`src/design/assert_macros.svh`:
```
// ----------------------------------------------------------------------------
// assert_macros.svh
// Concurrent assertion helpers, clocked on clock and disabled in reset.
// ----------------------------------------------------------------------------
`ifndef ASSERT_MACROS_SVH
`define ASSERT_MACROS_SVH

// expr must hold at every clock edge out of reset
`define ASSERT_ALWAYS(label, expr, msg) \
   label: assert property (@(posedge clock) disable iff (reset) (expr)) else $error(msg);

// cons must hold in the same cycle whenever ante holds
`define ASSERT_IMPLY(label, ante, cons, msg) \
   label: assert property (@(posedge clock) disable iff (reset) (ante) |-> (cons)) \
      else $error(msg);

`endif

```
`src/design/fmatt_pkg.sv`:
```
`timescale 1ns / 1ps
// ----------------------------------------------------------------------------
// fmatt_pkg
// Shared widths, function codes, rule record and prefix mask helper.
// ----------------------------------------------------------------------------
package fmatt_pkg;

   localparam int IP_W     = 32;
   localparam int PORT_W   = 16;
   localparam int PLEN_W   = 6;
   localparam int FUNC_W   = 2;
   localparam int RULE_SLOTS_DEF = 64;

   localparam logic [FUNC_W-1:0] FN_APPEND = 2'd0;
   localparam logic [FUNC_W-1:0] FN_CLEAR  = 2'd1;
   localparam logic [FUNC_W-1:0] FN_LOOKUP = 2'd2;

   localparam logic [PLEN_W-1:0] PLEN_HOST = 6'd32;

   typedef struct packed {
      logic [IP_W-1:0]   match_ip;
      logic [PORT_W-1:0] match_port;
      logic [IP_W-1:0]   repl_ip;
      logic [PORT_W-1:0] repl_port;
      logic [IP_W-1:0]   net_base;
      logic [PLEN_W-1:0] prefix_len;
   } rule_type;

   // top len bits set; zero length gives an empty mask, anything from 32 up a full one
   function automatic logic [IP_W-1:0] prefix_mask(input logic [PLEN_W-1:0] len);
      logic [IP_W-1:0] m;
      if (len >= PLEN_HOST) begin
         m = {IP_W{1'b1}};
      end else begin
         m = ~({IP_W{1'b1}} >> len[4:0]);
      end
      return m;
   endfunction

endpackage

```
`src/design/fmatt_if.sv`:
```
`timescale 1ns / 1ps
// ----------------------------------------------------------------------------
// fmatt_req_if / fmatt_rsp_if
// Valid/ready channels for request and response transactions.
// ----------------------------------------------------------------------------
interface fmatt_req_if;
   logic                         valid;
   logic                         ready;
   logic [fmatt_pkg::FUNC_W-1:0] func;
   logic [fmatt_pkg::IP_W-1:0]   client_ip;
   logic [fmatt_pkg::IP_W-1:0]   query_ip;
   logic [fmatt_pkg::PORT_W-1:0] query_port;
   logic [fmatt_pkg::IP_W-1:0]   rule_in_ip;
   logic [fmatt_pkg::PORT_W-1:0] rule_in_port;
   logic [fmatt_pkg::IP_W-1:0]   rule_out_ip;
   logic [fmatt_pkg::PORT_W-1:0] rule_out_port;
   logic [fmatt_pkg::IP_W-1:0]   rule_net_base;
   logic [fmatt_pkg::PLEN_W-1:0] rule_prefix_len;

   modport source (output valid, func, client_ip, query_ip, query_port, rule_in_ip,
                   rule_in_port, rule_out_ip, rule_out_port, rule_net_base,
                   rule_prefix_len, input ready);
   modport sink (input valid, func, client_ip, query_ip, query_port, rule_in_ip,
                 rule_in_port, rule_out_ip, rule_out_port, rule_net_base,
                 rule_prefix_len, output ready);
endinterface

interface fmatt_rsp_if;
   logic                         valid;
   logic                         ready;
   logic [fmatt_pkg::IP_W-1:0]   result_ip;
   logic [fmatt_pkg::PORT_W-1:0] result_port;
   logic                         matched;
   logic                         table_full;

   modport source (output valid, result_ip, result_port, matched, table_full,
                   input ready);
   modport sink (input valid, result_ip, result_port, matched, table_full,
                 output ready);
endinterface

```
`src/design/fmatt_scan_ctrl.sv`:
```
`timescale 1ns / 1ps
// ----------------------------------------------------------------------------
// fmatt_scan_ctrl
// Rule count, append/clear handling, one-rule-per-cycle lookup scan and
// the response register.
// ----------------------------------------------------------------------------
module fmatt_scan_ctrl #(
   parameter int RULE_SLOTS = fmatt_pkg::RULE_SLOTS_DEF,
   parameter int IDX_W      = (RULE_SLOTS > 1) ? $clog2(RULE_SLOTS) : 1,
   parameter int CNT_W      = $clog2(RULE_SLOTS + 1)
) (
   input  logic                 clock,
   input  logic                 reset,
   fmatt_req_if.sink            req_bus,
   fmatt_rsp_if.source          rsp_bus,
   output logic                 mem_wr_en,
   output logic [IDX_W-1:0]     mem_wr_addr,
   output fmatt_pkg::rule_type  mem_wr_rule,
   output logic [IDX_W-1:0]     mem_rd_addr,
   input  fmatt_pkg::rule_type  mem_rd_rule
);

   typedef enum logic [2:0] {
      ST_IDLE = 3'b001,
      ST_SCAN = 3'b010,
      ST_WAIT = 3'b100
   } state_type;

   state_type                    state_ff, state_in;
   logic [CNT_W-1:0]             count_ff, count_in;
   logic [IDX_W-1:0]             idx_ff, idx_in;
   logic [fmatt_pkg::IP_W-1:0]   client_ff, client_in;
   logic [fmatt_pkg::IP_W-1:0]   qip_ff, qip_in;
   logic [fmatt_pkg::PORT_W-1:0] qport_ff, qport_in;
   logic [fmatt_pkg::IP_W-1:0]   pend_ip_ff, pend_ip_in;
   logic [fmatt_pkg::PORT_W-1:0] pend_port_ff, pend_port_in;
   logic                         pend_hit_ff, pend_hit_in;
   logic                         rsp_valid_ff, rsp_valid_in;
   logic [fmatt_pkg::IP_W-1:0]   rsp_ip_ff, rsp_ip_in;
   logic [fmatt_pkg::PORT_W-1:0] rsp_port_ff, rsp_port_in;
   logic                         rsp_hit_ff, rsp_hit_in;
   logic                         rsp_full_ff, rsp_full_in;

   logic             accept;
   logic             out_free;
   logic             tbl_full;
   logic             hit;
   logic [CNT_W-1:0] idx_next;
   logic             last;

   assign out_free      = !rsp_valid_ff || rsp_bus.ready;
   assign req_bus.ready = (state_ff == ST_IDLE) && out_free;
   assign accept        = req_bus.valid && req_bus.ready;
   assign tbl_full      = (count_ff == CNT_W'(RULE_SLOTS));

   // the entry under test arrived from the memory this cycle
   assign hit = (mem_rd_rule.match_ip == qip_ff) && (mem_rd_rule.match_port == qport_ff)
                && (((client_ff ^ mem_rd_rule.net_base)
                     & fmatt_pkg::prefix_mask(mem_rd_rule.prefix_len)) == '0);
   assign idx_next = CNT_W'(idx_ff) + CNT_W'(1);
   assign last     = (idx_next >= count_ff);

   // next entry is fetched speculatively while the current one is compared
   assign mem_rd_addr = (state_ff == ST_SCAN) ? IDX_W'(idx_next) : '0;

   assign mem_wr_addr            = IDX_W'(count_ff);
   assign mem_wr_rule.match_ip   = req_bus.rule_in_ip;
   assign mem_wr_rule.match_port = req_bus.rule_in_port;
   assign mem_wr_rule.repl_ip    = req_bus.rule_out_ip;
   assign mem_wr_rule.repl_port  = req_bus.rule_out_port;
   assign mem_wr_rule.net_base   = req_bus.rule_net_base;
   assign mem_wr_rule.prefix_len = req_bus.rule_prefix_len;

   always_comb begin
      state_in     = state_ff;
      count_in     = count_ff;
      idx_in       = idx_ff;
      client_in    = client_ff;
      qip_in       = qip_ff;
      qport_in     = qport_ff;
      pend_ip_in   = pend_ip_ff;
      pend_port_in = pend_port_ff;
      pend_hit_in  = pend_hit_ff;
      rsp_valid_in = rsp_valid_ff && !rsp_bus.ready;
      rsp_ip_in    = rsp_ip_ff;
      rsp_port_in  = rsp_port_ff;
      rsp_hit_in   = rsp_hit_ff;
      rsp_full_in  = rsp_full_ff;
      mem_wr_en    = 1'b0;

      case (state_ff)
         ST_IDLE: begin
            if (accept) begin
               rsp_valid_in = 1'b1;
               rsp_ip_in    = '0;
               rsp_port_in  = '0;
               rsp_hit_in   = 1'b0;
               rsp_full_in  = 1'b0;
               case (req_bus.func)
                  fmatt_pkg::FN_APPEND: begin
                     if (tbl_full) begin
                        rsp_full_in = 1'b1;
                     end else begin
                        mem_wr_en = 1'b1;
                        count_in  = count_ff + CNT_W'(1);
                     end
                  end
                  fmatt_pkg::FN_CLEAR: begin
                     count_in = '0;
                  end
                  fmatt_pkg::FN_LOOKUP: begin
                     if (count_ff == '0) begin
                        rsp_ip_in   = req_bus.query_ip;
                        rsp_port_in = req_bus.query_port;
                     end else begin
                        rsp_valid_in = rsp_valid_ff && !rsp_bus.ready;
                        client_in    = req_bus.client_ip;
                        qip_in       = req_bus.query_ip;
                        qport_in     = req_bus.query_port;
                        idx_in       = '0;
                        state_in     = ST_SCAN;
                     end
                  end
                  default: begin
                  end
               endcase
            end
         end
         ST_SCAN: begin
            if (hit) begin
               pend_ip_in   = mem_rd_rule.repl_ip;
               pend_port_in = mem_rd_rule.repl_port;
               pend_hit_in  = 1'b1;
               state_in     = ST_WAIT;
            end else if (last) begin
               pend_ip_in   = qip_ff;
               pend_port_in = qport_ff;
               pend_hit_in  = 1'b0;
               state_in     = ST_WAIT;
            end else begin
               idx_in = IDX_W'(idx_next);
            end
         end
         ST_WAIT: begin
            if (out_free) begin
               rsp_valid_in = 1'b1;
               rsp_ip_in    = pend_ip_ff;
               rsp_port_in  = pend_port_ff;
               rsp_hit_in   = pend_hit_ff;
               rsp_full_in  = 1'b0;
               state_in     = ST_IDLE;
            end
         end
         default: begin
            state_in = ST_IDLE;
         end
      endcase
   end

   always_ff @(posedge clock) begin
      if (reset) begin
         state_ff     <= ST_IDLE;
         count_ff     <= '0;
         rsp_valid_ff <= 1'b0;
      end else begin
         state_ff     <= state_in;
         count_ff     <= count_in;
         rsp_valid_ff <= rsp_valid_in;
      end
   end

   always_ff @(posedge clock) begin
      idx_ff       <= idx_in;
      client_ff    <= client_in;
      qip_ff       <= qip_in;
      qport_ff     <= qport_in;
      pend_ip_ff   <= pend_ip_in;
      pend_port_ff <= pend_port_in;
      pend_hit_ff  <= pend_hit_in;
      rsp_ip_ff    <= rsp_ip_in;
      rsp_port_ff  <= rsp_port_in;
      rsp_hit_ff   <= rsp_hit_in;
      rsp_full_ff  <= rsp_full_in;
   end

   assign rsp_bus.valid       = rsp_valid_ff;
   assign rsp_bus.result_ip   = rsp_ip_ff;
   assign rsp_bus.result_port = rsp_port_ff;
   assign rsp_bus.matched     = rsp_hit_ff;
   assign rsp_bus.table_full  = rsp_full_ff;

endmodule

```
`src/flat_wrapper.sv`:
```
// flat-port wrapper written by rule: the top's interface ports become plain ports
module fmatt_scan_ctrl_flat 
#(
   parameter int RULE_SLOTS = fmatt_pkg::RULE_SLOTS_DEF,
   parameter int IDX_W      = (RULE_SLOTS > 1) ? $clog2(RULE_SLOTS) : 1,
   parameter int CNT_W      = $clog2(RULE_SLOTS + 1)
)
  (clock, reset, mem_wr_en, mem_wr_addr, mem_wr_rule, mem_rd_addr, mem_rd_rule, req_bus_valid, req_bus_func, req_bus_client_ip, req_bus_query_ip, req_bus_query_port, req_bus_rule_in_ip, req_bus_rule_in_port, req_bus_rule_out_ip, req_bus_rule_out_port, req_bus_rule_net_base, req_bus_rule_prefix_len, req_bus_ready, rsp_bus_valid, rsp_bus_result_ip, rsp_bus_result_port, rsp_bus_matched, rsp_bus_table_full, rsp_bus_ready);
  fmatt_req_if req_bus_i ();
  fmatt_rsp_if rsp_bus_i ();
  input  logic clock;
  input  logic reset;
  output logic mem_wr_en;
  output logic [IDX_W-1:0] mem_wr_addr;
  output fmatt_pkg::rule_type mem_wr_rule;
  output logic [IDX_W-1:0] mem_rd_addr;
  input  fmatt_pkg::rule_type mem_rd_rule;
  input wire logic [$bits(req_bus_i.valid)-1:0] req_bus_valid;
  input wire logic [$bits(req_bus_i.func)-1:0] req_bus_func;
  input wire logic [$bits(req_bus_i.client_ip)-1:0] req_bus_client_ip;
  input wire logic [$bits(req_bus_i.query_ip)-1:0] req_bus_query_ip;
  input wire logic [$bits(req_bus_i.query_port)-1:0] req_bus_query_port;
  input wire logic [$bits(req_bus_i.rule_in_ip)-1:0] req_bus_rule_in_ip;
  input wire logic [$bits(req_bus_i.rule_in_port)-1:0] req_bus_rule_in_port;
  input wire logic [$bits(req_bus_i.rule_out_ip)-1:0] req_bus_rule_out_ip;
  input wire logic [$bits(req_bus_i.rule_out_port)-1:0] req_bus_rule_out_port;
  input wire logic [$bits(req_bus_i.rule_net_base)-1:0] req_bus_rule_net_base;
  input wire logic [$bits(req_bus_i.rule_prefix_len)-1:0] req_bus_rule_prefix_len;
  output wire logic [$bits(req_bus_i.ready)-1:0] req_bus_ready;
  output wire logic [$bits(rsp_bus_i.valid)-1:0] rsp_bus_valid;
  output wire logic [$bits(rsp_bus_i.result_ip)-1:0] rsp_bus_result_ip;
  output wire logic [$bits(rsp_bus_i.result_port)-1:0] rsp_bus_result_port;
  output wire logic [$bits(rsp_bus_i.matched)-1:0] rsp_bus_matched;
  output wire logic [$bits(rsp_bus_i.table_full)-1:0] rsp_bus_table_full;
  input wire logic [$bits(rsp_bus_i.ready)-1:0] rsp_bus_ready;
  assign req_bus_i.valid = req_bus_valid;
  assign req_bus_i.func = req_bus_func;
  assign req_bus_i.client_ip = req_bus_client_ip;
  assign req_bus_i.query_ip = req_bus_query_ip;
  assign req_bus_i.query_port = req_bus_query_port;
  assign req_bus_i.rule_in_ip = req_bus_rule_in_ip;
  assign req_bus_i.rule_in_port = req_bus_rule_in_port;
  assign req_bus_i.rule_out_ip = req_bus_rule_out_ip;
  assign req_bus_i.rule_out_port = req_bus_rule_out_port;
  assign req_bus_i.rule_net_base = req_bus_rule_net_base;
  assign req_bus_i.rule_prefix_len = req_bus_rule_prefix_len;
  assign req_bus_ready = req_bus_i.ready;
  assign rsp_bus_valid = rsp_bus_i.valid;
  assign rsp_bus_result_ip = rsp_bus_i.result_ip;
  assign rsp_bus_result_port = rsp_bus_i.result_port;
  assign rsp_bus_matched = rsp_bus_i.matched;
  assign rsp_bus_table_full = rsp_bus_i.table_full;
  assign rsp_bus_i.ready = rsp_bus_ready;
  fmatt_scan_ctrl #(.RULE_SLOTS(RULE_SLOTS), .IDX_W(IDX_W), .CNT_W(CNT_W)) u_core (.clock(clock), .reset(reset), .req_bus(req_bus_i), .rsp_bus(rsp_bus_i), .mem_wr_en(mem_wr_en), .mem_wr_addr(mem_wr_addr), .mem_wr_rule(mem_wr_rule), .mem_rd_addr(mem_rd_addr), .mem_rd_rule(mem_rd_rule));
endmodule
```
`config.mk`:
```
export PLATFORM = sky130hd
export DESIGN_NAME = fmatt_scan_ctrl_flat
export DESIGN_NICKNAME = d
export VERILOG_FILES = /design/src/design/assert_macros.svh /design/src/design/fmatt_pkg.sv /design/src/design/fmatt_if.sv /design/src/design/fmatt_scan_ctrl.sv /design/src/flat_wrapper.sv
export SDC_FILE = /design/constraint.sdc
export NUM_CORES = 1
export LEC_CHECK = 0
export BUFFER_PORTS_ARGS = -buffer_cell sky130_fd_sc_hd__buf_2
export CAP_MARGIN = 20
export CORE_AREA = 3 3 215 217
export DETAILED_ROUTE_END_ITERATION = 8
export DIE_AREA = 0 0 218 220
export GPL_TIMING_DRIVEN = 0
export HOLD_SLACK_MARGIN = 0.06
export PLACE_DENSITY = 0.51
export SYNTH_ARGS = -nofsm -noshare
export SYNTH_HDL_FRONTEND = slang
export SYNTH_SLANG_ARGS = --single-unit
```
`constraint.sdc`:
```
create_clock -name clock -period 4.5 [get_ports clock]
set_input_delay 0.45 -clock clock [delete_from_list [all_inputs] [get_ports clock]]
set_output_delay 0.45 -clock clock [all_outputs]
set_load 0.02 [all_outputs]
```
==> metrics, run 1 <==
Synth-to-Final Area Change=36.7%; DRC=0; cells after synthesis=723; initial antenna violation count=12; filler instances=4,580; DR iter-0 viols=432; synthesized cell area=0.00978 mm²; CTS HTree Levels=4; pre-CTS setup slack=0.0882 ns; FF-to-FF setup slack=0.35 ns; Clock Skews=0.0274 ns; PortBufs=417; Tmin final=4.15 ns; # IOs=553; Tot GR Track Use=16.6%; total grt overflow=0; synth unique cells=52; Crit path largest cell delay=0.59 ns; CTS-repair resized insts=0; Routed WL=41,500 µm; Slew headroom=36.7%; Worst Path Arrival=4.33 ns; Final Util=30.2%; async set-reset flop share out of synthesis=0%; final worst-path cycle share=92.3%; CTS Hold Bufs=0; Vias/cell=4.21; Slew Viols, Final=0; Seq cells post-synth=196; Leakage=5.64 nW; clock slew at reported path FFs=0.08 ns; Die Ht=220 µm; EDFF count, synth=185; hold crit path type=in -> reg; CP most frequent cell=nor4_1; die width=218 µm; worst reg2reg startpoint=u_core.qport_ff[7]$_DFFE_PP_; Worst Slack Setup Final=0.346 ns; hold path start=req_bus_client_ip[24]; power share of the combinational group=14.3%; # Max-Cap Violations=0; Crit. Startpoint=u_core.qport_ff[7]$_DFFE_PP_; final std cells w/o fill=1,772; clk buf depth=2; syn_nets=1,087; CP max stage cell=or4_1; Int Pwr=0.00306 W; initial core utilization=22.1%; Switch Pwr=0.00125 W; Setup crit end kind=flop; Final setup viols=0; vias in the first global route=7,741; RSZ-0062 raised after global routing=no; Critical Path Start Type=flop; Final Net Count=1,527; critical path capture point=u_core.pend_ip_ff[8]$_DFFE_PP_; Pre-antenna DRT Iters=7; Power, Total=0.00432 W; Max FO, Critical Path=36; ANT nets after route=0; DIE AREA=0.0480 mm²; outcome=complete, no violations; Reg power frac=47.2%; TritonCTS clock tree=done; Synth Warn #=0; Final Wtd Congestion=0.916; Clock power frac=38.5%; Worst-Margin Slew=0.942 ns; Fmax achieved=241 MHz; switching fraction of total power=29.0%; critical path cell sequence=xor2_1 -> nor4_1 -> nand4_1 -> or4_1 -> nor4_1 -> and4_1 -> buf_4 -> buf_6 -> o21ba_4 -> buf_12; via count=7,456; Hold Violations, Final=0; share of cells above drive strength 1=51.6%; Post-CTS Setup Bufs=0; Worst R2R End=u_core.pend_ip_ff[8]$_DFFE_PP_; DR WL/cell=23.4 µm; hpwl dp=33,900 µm; final instance area=0.0134 mm²; syn avg cell area=13.5 µm²; largest net degree at the start of global routing=45; P per Cell Area=323 mW/mm²; Row Count=77; Critical Path RT=4.67 ns; clk sinks=196; FF-to-FF path depth=10; CP Class=reg -> reg; CTS root buf=clkbuf_16; main flop type after synthesis=edfxtp_1; total CTS buffers=17; total core area=0.0443 mm²; clk_lat worst skew=0.50 ns; DP Area=0.0127 mm²; first-pass GRT wire length=55,200 µm; Placed Instances=1,736; VDD IR max=0.248 mV; post-synthesis sequential area ratio=59.1%
[flip-flops by register name (all words and copies together) (netlist names)]
signal / flops
u_core.pend_hit_ff: 1
u_core.rsp_bus.matched: 1
u_core.count_ff: 7
u_core.rsp_bus.result_ip: 32
u_core.rsp_bus.table_full: 1
u_core.pend_port_ff: 16
u_core.client_ff: 32
u_core.idx_ff: 6
u_core.qport_ff: 16
u_core.pend_ip_ff: 32
u_core.qip_ff: 32
u_core.rsp_bus.valid: 1
u_core.state_ff: 3
u_core.rsp_bus.result_port: 16
[cells in the final DEF (no fill, tap or decap), drive strengths merged, types with 2 or more instances in the layout]
master   synthesis  routed
a22o            49      49
nand2b           5       5
nand2           10      10
nor4            14      14
or3              4       4
xnor2           35      35
a21oi           19      19
a21o             5       5
or4              2       2
o31a             2       2
inv             10      17
ha              10      10
buf            146     567
o21a             2       2
nor4b            2       2
nor3             7       7
and2             2       2
a31oi            2       2
mux2            48      48
diode            0       4
o31ai            2       2
nor2b            5       5
and3             2       2
nand3            7       7
xor2            54      54
o21ai           11      11
o2111ai          2       2
clkinv           0       8
nor2            26      26
dfxtp           11      11
nand4            8       8
edfxtp         185     185
clkbuf          19      36
[metrics by stage]
| step | TNS [ns] | hold slack (ns) |
|---|---|---|
| after global routing | 0 | 0.0944 |
| after CTS | 0 | 0.0815 |
| after detailed placement | 0 | 0.526 |
| final | 0 | 0.121 |
| after floorplan | 0 | 0.518 |
| after global placement | -129.23 | 0.520 |
[power by group through the flow]
stage               clock network (W)  registers [W]  logic [W]
global route                  0.00179        0.00204   0.000658
finish                        0.00166        0.00204   0.000615
global placement                    0        0.00209   0.000610
floorplan                           0        0.00212   0.000281
detailed placement                  0        0.00208   0.000622
CTS                           0.00173        0.00204   0.000624
[worst min-delay path by stage]
stage	to	slack, ns	cells after the start
2_1_floorplan	u_core.rsp_bus.result_ip[0]$_DFFE_PP_	0.52	1
3_3_place_gp	u_core.rsp_bus.result_ip[20]$_DFFE_PP_	0.52	1
3_5_place_dp	u_core.rsp_bus.result_port[2]$_DFFE_PP_	0.53	1
4_1_cts	u_core.client_ff[7]$_DFFE_PP_	0.08	1
5_1_grt	u_core.client_ff[27]$_DFFE_PP_	0.09	1
6_report	u_core.client_ff[24]$_DFFE_PP_	0.12	1
[Yosys cell counts (2+ instances only)]
cell	number	area, µm²
buf_4	141	1060
a31oi_1	2	12.5
a21o_1	5	37.5
nand2_1	10	37.5
nand4_1	8	50.1
nor2b_1	5	31.3
clkbuf_1	19	71.3
nor3_1	7	35.0
dfxtp_1	11	220
nand3_1	7	35.0
o2111ai_1	2	17.5
nand2b_1	5	31.3
xnor2_1	35	307
a22o_1	49	429
mux2_2	3	33.8
nor2_1	26	97.6
or3_1	4	25.0
o21ai_0	10	50.1
nor4_1	14	87.6
edfxtp_1	185	5560
mux2_1	45	507
a21oi_1	19	95.1
buf_6	5	56.3
inv_1	10	37.5
nor4b_1	2	17.5
and2_1	2	12.5
o21a_1	2	15.0
o31a_1	2	17.5
xor2_1	54	473
ha_1	10	125
and3_1	2	12.5
o31ai_1	2	15.0
[routing by layer]
layer  part of all wire [%]  global-route usage (%)
met2                     50                    28.0
met5                   0.17                       0
met1                     38                    18.7
met3                    9.9                    7.17
met4                    1.8                    5.98
[kinds of logic after synthesis]
kind of cell | synth area share [%]
xor gates and xnor gates | 7.97
and+or+nand+nor | 5.46
muxes | 5.53
buffers and inverters | 12.5
AOI/OAI and AO/OA | 8.06
adders and majority gates | 1.38
DFF | 59.1
[final cells by class]
type	count	area [µm²]	share of cell area [%]
diodes	4	10.0	0.0749
multi-input cells	352	2800	20.9
repair buffers	421	2180	16.3
flip-flops and latches	196	5780	43.2
plain buffers	165	1190	8.87
inverters	10	40.0	0.300
clock buffers	17	425	3.18
clock inverters	15	210	1.57
well taps	592	741	5.54
[critical path, delay by kind of cell (launching register included)]
kind	cells	cell delay [ns]
DFF	1	0.41
xor gates and xnor gates	1	0.23
buffers and inverters	3	0.73
AOI/OAI and AO/OA	1	0.37
and+or+nand+nor	5	2.00
Power figures use the tool's default switching activity.
==> run 2, diff against run 1 <==
--- a/config.mk
+++ b/config.mk
@@ -12,7 +12,9 @@
 export DIE_AREA = 0 0 218 220
 export GPL_TIMING_DRIVEN = 0
 export HOLD_SLACK_MARGIN = 0.06
-export PLACE_DENSITY = 0.51
+export PLACE_DENSITY = 0.53
+export RECOVER_POWER = 50
+export SLEW_MARGIN = 25
 export SYNTH_ARGS = -nofsm -noshare
 export SYNTH_HDL_FRONTEND = slang
 export SYNTH_SLANG_ARGS = --single-unit
==> constraint.sdc (replaced) <==
create_clock -name clock -period 3.45 [get_ports clock]
set_input_delay 0.345 -clock clock [delete_from_list [all_inputs] [get_ports clock]]
set_output_delay 0.345 -clock clock [all_outputs]
set_load 0.02 [all_outputs]
==> metrics, run 2 (synthesis results as in run 1) <==
Routed WL=43,400 µm; CP Class=reg -> reg; RSZ-0062 raised after global routing=yes; DP Area=0.0127 mm²; Fmax achieved=298 MHz; CTS root buf=clkbuf_16; Slew headroom=36.2%; vias in the first global route=7,926; Vias/cell=4.23; Final Net Count=1,625; DR WL/cell=23.2 µm; filler instances=4,569; TritonCTS clock tree=done; critical path's top delay family=simple AND/OR/NAND/NOR gates; Max FO, Critical Path=7; hpwl dp=33,300 µm; Leakage=5.66 nW; # Max-Cap Violations=0; commonest non-fill, non-tap cells in the layout=clkbuf_1 (224), buf_2 (211), edfxtp_1 (185); first-pass GRT wire length=56,200 µm; final worst-path cycle share=97.4%; Tmin final=3.36 ns; initial core utilization=22.1%; Hold Violations, Final=0; clk_lat worst skew=0.49 ns; CTS HTree Levels=4; total core area=0.0443 mm²; Final setup viols=0; outcome=complete, no violations; # IOs=553; total CTS buffers=17; Pre-antenna DRT Iters=5; Row Count=77; Worst Path Arrival=3.55 ns; clk buf depth=2; final instance area=0.0145 mm²; CP bufs+invs=3; Slew Viols, Final=0; Setup crit end kind=flop; Worst-Margin Slew=0.957 ns; most common cell after layout, fill and taps aside=clkbuf_1; Critical Path RT=3.64 ns; Synth-to-Final Area Change=48.2%; total grt overflow=0; P per Cell Area=387 mW/mm²; via count=7,901; Clock Skews=0.0205 ns; clock slew at reported path FFs=0.08 ns; hold crit path type=in -> reg; Final Wtd Congestion=0.933; CP max stage cell=or4_4; initial antenna violation count=9; largest net degree at the start of global routing=42; die width=218 µm; Crit path largest cell delay=0.62 ns; CP most frequent cell=buf_12; worst hold margin=0.143 ns; setup_tns=0 ns; DR iter-0 viols=456; Die Ht=220 µm; DIE AREA=0.0480 mm²; ANT nets after route=0; PortBufs=417; VDD IR max=0.364 mV; clk sinks=196; Critical Path Start Type=flop; Tot GR Track Use=16.9%; share of cells above drive strength 1=36.4%; DRC=0; critical path cell sequence=xor2_1 -> nor4_4 -> nand4_1 -> or4_4 -> nor4_4 -> and4_4 -> buf_12 -> buf_12 -> o21ba_4 -> buf_12
-- run 2: cell count changes in the layout (fill, tap and decap cells not counted), sizes merged --
cell         previous run  this run
dlygate4sd3             0        80
o21ba                   1         4
clkbuf                 36       245
buf                   567       373
diode                   4         2
clkinvlp                0         1
inv                    17        15
bufinv                  0         1
-- run 2: path summary, 6_finish.rpt --
kind                                                 end                       startpoint  cells after the start  slack, ns
setup / recovery         u_core.pend_ip_ff[19]$_DFFE_PP_      u_core.qip_ff[16]$_DFFE_PP_                     10       0.09
hold / removal           u_core.pend_ip_ff[18]$_DFFE_PP_                  mem_rd_rule[72]                      2       0.14
setup reg to reg         u_core.pend_ip_ff[19]$_DFFE_PP_      u_core.qip_ff[16]$_DFFE_PP_                     10       0.09
hold reg to reg   u_core.rsp_bus.result_ip[13]$_DFFE_PP_  u_core.pend_ip_ff[13]$_DFFE_PP_                      1       0.54
-- run 2: per-stage QoR --
step	std cells	setup WS (ns)	utilization, %	total power (W)
floorplan	723	0.0474	-	0.00313
finish	1868	0.0907	32.7	0.00561
detailed placement	1736	-1.03	28.8	0.00353
CTS	1861	-0.104	32.5	0.00573
global placement	1732	-1.34	28.5	0.00351
global route	1867	-0.161	32.7	0.00584
-- run 2: layer usage --
| metal | vias to the layer above | GRT usage, % | share of wire, % |
|---|---|---|---|
| li1 | 3610 | - | - |
| met1 | 3870 | 19.7 | 40 |
| met2 | 370 | 29.0 | 50 |
| met3 | 43 | 6.33 | 8.5 |
| met4 | 8 | 4.87 | 1.5 |
| met5 | - | 0 | 0.11 |
-- run 2: power breakdown --
part           internal (W)  switching (W)
Sequential          0.00264      0.0000186
Combinational      0.000380       0.000484
Clock               0.00103        0.00106
-- run 2: layout make-up --
class	instances	area [µm²]	share of cell area, %
flip-flops and latches	196	5780	39.9
inverters	10	42.5	0.294
plain buffers	165	1240	8.59
well taps	592	741	5.11
clock inverters	15	170	1.17
clock buffers	17	425	2.94
diodes	2	5.00	0.0346
repair buffers	516	3010	20.8
multi-input cells	355	3070	21.2
-- run 2: repair_timing --
action / in CTS / in global routing
pin swaps: 7 / 8
buffers inserted: 10 / 2
cloned: 3 / 3
endpoints found under the hold margin: 80 / 0
setup endpoints to repair: 103 / 122
gates resized for setup: 18 / 58
hold buffers: 80 / 0
